**src/hdl/cpcd_ram.sv**
```systemverilog
// Generic simple dual-port RAM with registered read.
`timescale 1ns / 1ps
module cpcd_ram #(
  parameter int WIDTH = 8,
  parameter int DEPTH = 256
) (
  input  logic                     clk,
  input  logic                     we,
  input  logic [$clog2(DEPTH)-1:0] waddr,
  input  logic [WIDTH-1:0]         wdata,
  input  logic [$clog2(DEPTH)-1:0] raddr,
  output logic [WIDTH-1:0]         rdata
);
  logic [WIDTH-1:0] mem [DEPTH];

  always_ff @(posedge clk) begin
    if (we) begin
      mem[waddr] <= wdata;
    end
    rdata <= mem[raddr];
  end
endmodule

```
**config.mk**
```make
export PLATFORM = sky130hd
export DESIGN_NAME = cpcd_ram
export DESIGN_NICKNAME = d
export VERILOG_FILES = /design/src/hdl/cpcd_ram.sv
export SDC_FILE = /design/constraint.sdc
export NUM_CORES = 2
export LEC_CHECK = 0
export BUFFER_PORTS_ARGS = -buffer_cell sky130_fd_sc_hd__buf_2
export CAP_MARGIN = 15
export CORE_ASPECT_RATIO = 0.8
export CORE_MARGIN = 2
export CORE_UTILIZATION = 60
export CTS_CLUSTER_DIAMETER = 150
export DETAILED_ROUTE_END_ITERATION = 12
export MAX_ROUTING_LAYER = met4
export PLACE_DENSITY = 0.87
export SLEW_MARGIN = 20
export SYNTH_ARGS = -nofsm -noshare
export SYNTH_HDL_FRONTEND = slang
export SYNTH_SLANG_ARGS = --single-unit
export TNS_END_PERCENT = 5
```
**constraint.sdc**
```tcl
create_clock -name clk -period 6.5 [get_ports clk]
set_input_delay 1.3 -clock clk [delete_from_list [all_inputs] [get_ports clk]]
set_output_delay 1.3 -clock clk [all_outputs]
set_load 0.03 [all_outputs]
```
# Word-level counts from Yosys, hierarchy flattened
# Memory sizes are Yosys's and may differ from the RTL's. A register that Yosys moved wholly into a read port is not among the register bits.
# Cells that the tools add are included.
# W data, S select, Z words.
dict set report classes {
  muxes 2
}
# cell count
set ops {}
lappend ops {{$mux W1} 2}
dict set report word_totals {
  ff_bits 0
  ram_bits 2048
  out_inout_bits 8
  elab_cells 3
  mem_count 1
}
# name words width read_ports rd_ports_with_merged_regs wr line_no
set mem_list {}
lappend mem_list {mem 256 8 1 1 1 14} ;# logic [WIDTH-1:0] mem [DEPTH];

# Longest topological paths before layout
dict set report depth {
  depth_word 2
  mapped_depth 11
}

# Worst setup path before layout
# Ideal clock, no wire load.
dict set report synth_path {
  kind {input -> register}
  from {input raddr[0]}
  to {register rdata[2], read port of mem}
  setup_time_ns 0.131
  arrival_ns 3.107
  t_required_ns 6.369
  path_slack_ns 3.262
  path_stages 9
  path_cell_list {buf_6 buf_12 buf_8 buf_2 mux4_2 a22oi_1 a21oi_1 nor4_1 nor4_2}
}
# item line_no
set synth_rtl {}
lappend synth_rtl {{start, declared} 11} ;# input logic [$clog2(DEPTH)-1:0] raddr,
lappend synth_rtl {{end, declared} 12} ;# output logic [WIDTH-1:0] rdata

==> flow_metrics.env <==
export IMPL_outcome="complete, no violations"
export IMPL_number_of_buffers_added_by_the_clock_tree_synthesis_step=177
export IMPL_synth_enable_flop_cells=2048
export IMPL_clk_path_buf_depth=3
export IMPL_netlist_top_cell_by_area="edfxtp_1"
export IMPL_drt_iter0_markers=7959
export IMPL_worst_endpoint_data_arrival_time_ns=5.14
export IMPL_design_power_total_uw=26630
export IMPL_routabilityCongestion=0.9375
export IMPL_boundaryPins=34
export IMPL_globalRouteMet2Util_pct=47.25
export IMPL_grt_max_degree=156
export IMPL_wire_length_of_the_first_global_routing_pass_mm=303.0
export IMPL_die_height_um=329.7
export IMPL_top_flip_flop_cell_by_instance_count_after_synthesis="edfxtp_1"
export IMPL_synth_cell_area_sq_um=79560
export IMPL_count_of_hold_buffers_inserted_by_post_cts_repair=0
export IMPL_startpoint_type="input port"
export IMPL_fill_cells=7635
export IMPL_synthesis_area_per_instance_sq_um=21.31
export IMPL_min_delay_path_class="in2reg"
export IMPL_min_path_cells=1
export IMPL_cts_repair_timing_setup_buffer_count=0
export IMPL_clk_latency_ns=0.82
export IMPL_clkSinkCount=2056
export IMPL_antenna_found_initial=14
export IMPL_drive_gt1_share_pct=21.90
export IMPL_groute_layer_met3_usage_pct=10.72
export IMPL_timing_fmax_mhz=223.3
export IMPL_setup_repair_after_global_routing_missed_its_margin="no"
export IMPL_timing_final_ws_setup_ns=2.022
export IMPL_hpwl_mm=118.5
export IMPL_setup_total_negative_slack_ns=0
export IMPL_timing_max_cap_violations=0
export IMPL_global_route_usage_total_pct=32.65
export IMPL_hold_ws_ns=0.9934
export IMPL_core_area_sq_um=131600
export IMPL_avgViaCountPerCell=7.353
export IMPL_routed_vias=42180
export IMPL_grt_pass1_vias=41810
export IMPL_power_density_nw_per_um2=304.9
export IMPL_post_route_period_util_pct=68.89
export IMPL_globalRouteMet1Util_pct=42.42
export IMPL_r2r_cells=6
export IMPL_synth_nets=3759
export IMPL_peak_vdd_ir_mv=0.3310
export IMPL_detail_route_wl_per_cell_um=37.10
export IMPL_setup_violations=0
export IMPL_grt_busiest_layer="met2"
export IMPL_worstMarginPinSlew_ns=1.233
export IMPL_ys_seq_elements=2056
export IMPL_route_antenna_remaining_nets=0
export IMPL_die_area_sq_um=135500
export IMPL_maxSlewViolCount=0
export IMPL_hold_violations=0
export IMPL_timing_critical_path_required_ns=7.16
export IMPL_drtPass1Iterations=7
export IMPL_tritoncts="built"
export IMPL_finalCriticalPeriod_ns=4.478
export IMPL_starting_density_of_the_core_pct=60.44
export IMPL_areaGrowthSynthToFinish_pct=9.789
export IMPL_placementRows=119
export IMPL_clock_skew_final_ns=0.03292
export IMPL_htreeDepth=4
export IMPL_synthDistinctLibCells=55
export IMPL_nNetsFinal=3834
export IMPL_worst_path_max_fanout=53
export IMPL_cts_repair_resized=0
export IMPL_synth_top_cells_by_area="edfxtp_1, mux4_2, mux2i_1"
export IMPL_yosys_warnings=0
export IMPL_yosys_area_top_type_share_pct=77.30
export IMPL_pre_cts_ws_ns=1.425
export IMPL_postSynth_asyncResetShare_pct=0
export IMPL_timing_worst_setup_path_type="in2reg"
export IMPL_synthesis_instances=3733
export IMPL_end_kind="register"
export IMPL_globalRoute_totalOverflow=0
export IMPL_relSlewSlack_pct=17.80
export IMPL_drc=0
export IMPL_library_cell_used_as_clock_root_buffer="clkbuf_16"
export IMPL_clkSlewWorstSetupHoldPaths_ns=0.07
export IMPL_io_buffer_count=33
export IMPL_postRouteWirelength_mm=212.8
export IMPL_floorplan_die_width_um=411.1
export IMPL_p_leak_uw=0.02674
export IMPL_yosysSeqAreaShare_pct=77.50
export IMPL_dpl_instance_area_sq_um=81560
export IMPL_finish_instance_area_sq_um=87340
[critical path: stages]
cell,delay (ns)
buf_8,0.57
buf_4,0.64
mux4_2,0.58
a22oi_1,0.40
a21oi_1,0.19
nor4_1,1.02
buf_4,0.25
nor4_1,0.05
[per-layer routing]
layer | share of wire [%] | routed length, um | vias to the layer above
li1 | - | - | 15830
met1 | 33 | 69210 | 21360
met2 | 46 | 97650 | 4237
met3 | 16 | 34640 | 741
met4 | 5.3 | 11330 | 0
met5 | 0 | 0 | -
[path summary, 6_finish.rpt]
kind | startpoint | end | slack (ns)
max | raddr[0] | rdata[1] | 2.02
min | wdata[0] | mem[204][0] | 0.99
max reg2reg | mem[211][1] | rdata[1] | 3.54
min reg2reg | mem[33][5] | rdata[5] | 1.09
[cell families after synthesis]
logic type / count (synthesis) / share of synthesized area (%)
simple gates: 466 / 2.628
buf+inv: 235 / 1.831
flops: 2056 / 77.50
mux: 591 / 14.62
compound gates: 385 / 3.419
[Yosys cell counts, types with 16 or more instances]
library cell,count
edfxtp_1,2048
mux4_2,454
nor2_1,282
mux2i_1,134
a22oi_1,133
clkbuf_1,111
a21oi_1,96
o221ai_1,46
nand3_1,34
nand2_1,33
buf_2,31
nor2b_1,31
o22ai_1,28
buf_4,27
nor4_1,24
buf_1,22
nor3_1,22
buf_6,21
a211oi_1,16
[power by group]
| group | internal, uW | leakage (uW) | switching [uW] | total (uW) |
|---|---|---|---|---|
| clock | 5670 | 0.00276 | 4950 | 10600 |
| combinational | 438 | 0.00551 | 928 | 1370 |
| sequential | 14600 | 0.0185 | 38.6 | 14600 |
[placed cells by master (no fill, tap or decap), drive strengths merged, types with 4 or more instances in the layout]
cell	count
nand2b	8
nor2	282
o211ai	10
nand4	10
nor4	27
clkbuf	230
a22o	8
a2111oi	5
clkinvlp	5
o221ai	47
buf	121
clkinv	77
a221oi	14
o21ai	12
and2	6
a21oi	96
bufinv	13
mux2i	134
edfxtp	2048
o22a	5
a22oi	133
a211oi	16
nor3	22
dfxtp	8
nand3	34
o22ai	28
o32ai	5
nor2b	31
inv	11
mux4	456
nand2	33
diode	27
or2	4
[sequential cells by signal (all words and copies together) (netlist names)]
name   cells
mem     2048
rdata      8
[cell type report]
type | instances | area (sq um) | share of cell area [%]
multi-input cells | 1442 | 16560 | 18.95
inverters | 2 | 7.507 | 0.008595
diodes | 27 | 67.56 | 0.07736
clock buffers | 222 | 4669 | 5.346
well taps | 1754 | 2195 | 2.513
repair buffers | 129 | 1186 | 1.358
flip-flops and latches | 2056 | 61660 | 70.59
clock inverters | 104 | 1003 | 1.149
[stage by stage]
step                      instances  utilization (%)
after floorplan                3733                -
after CTS                      5707            66.27
after detailed placement       5381            61.96
final                          5736            66.36
after global routing           5727            66.34
after global placement         5378            61.91
No activity file was read; power rests on OpenSTA's default activity.
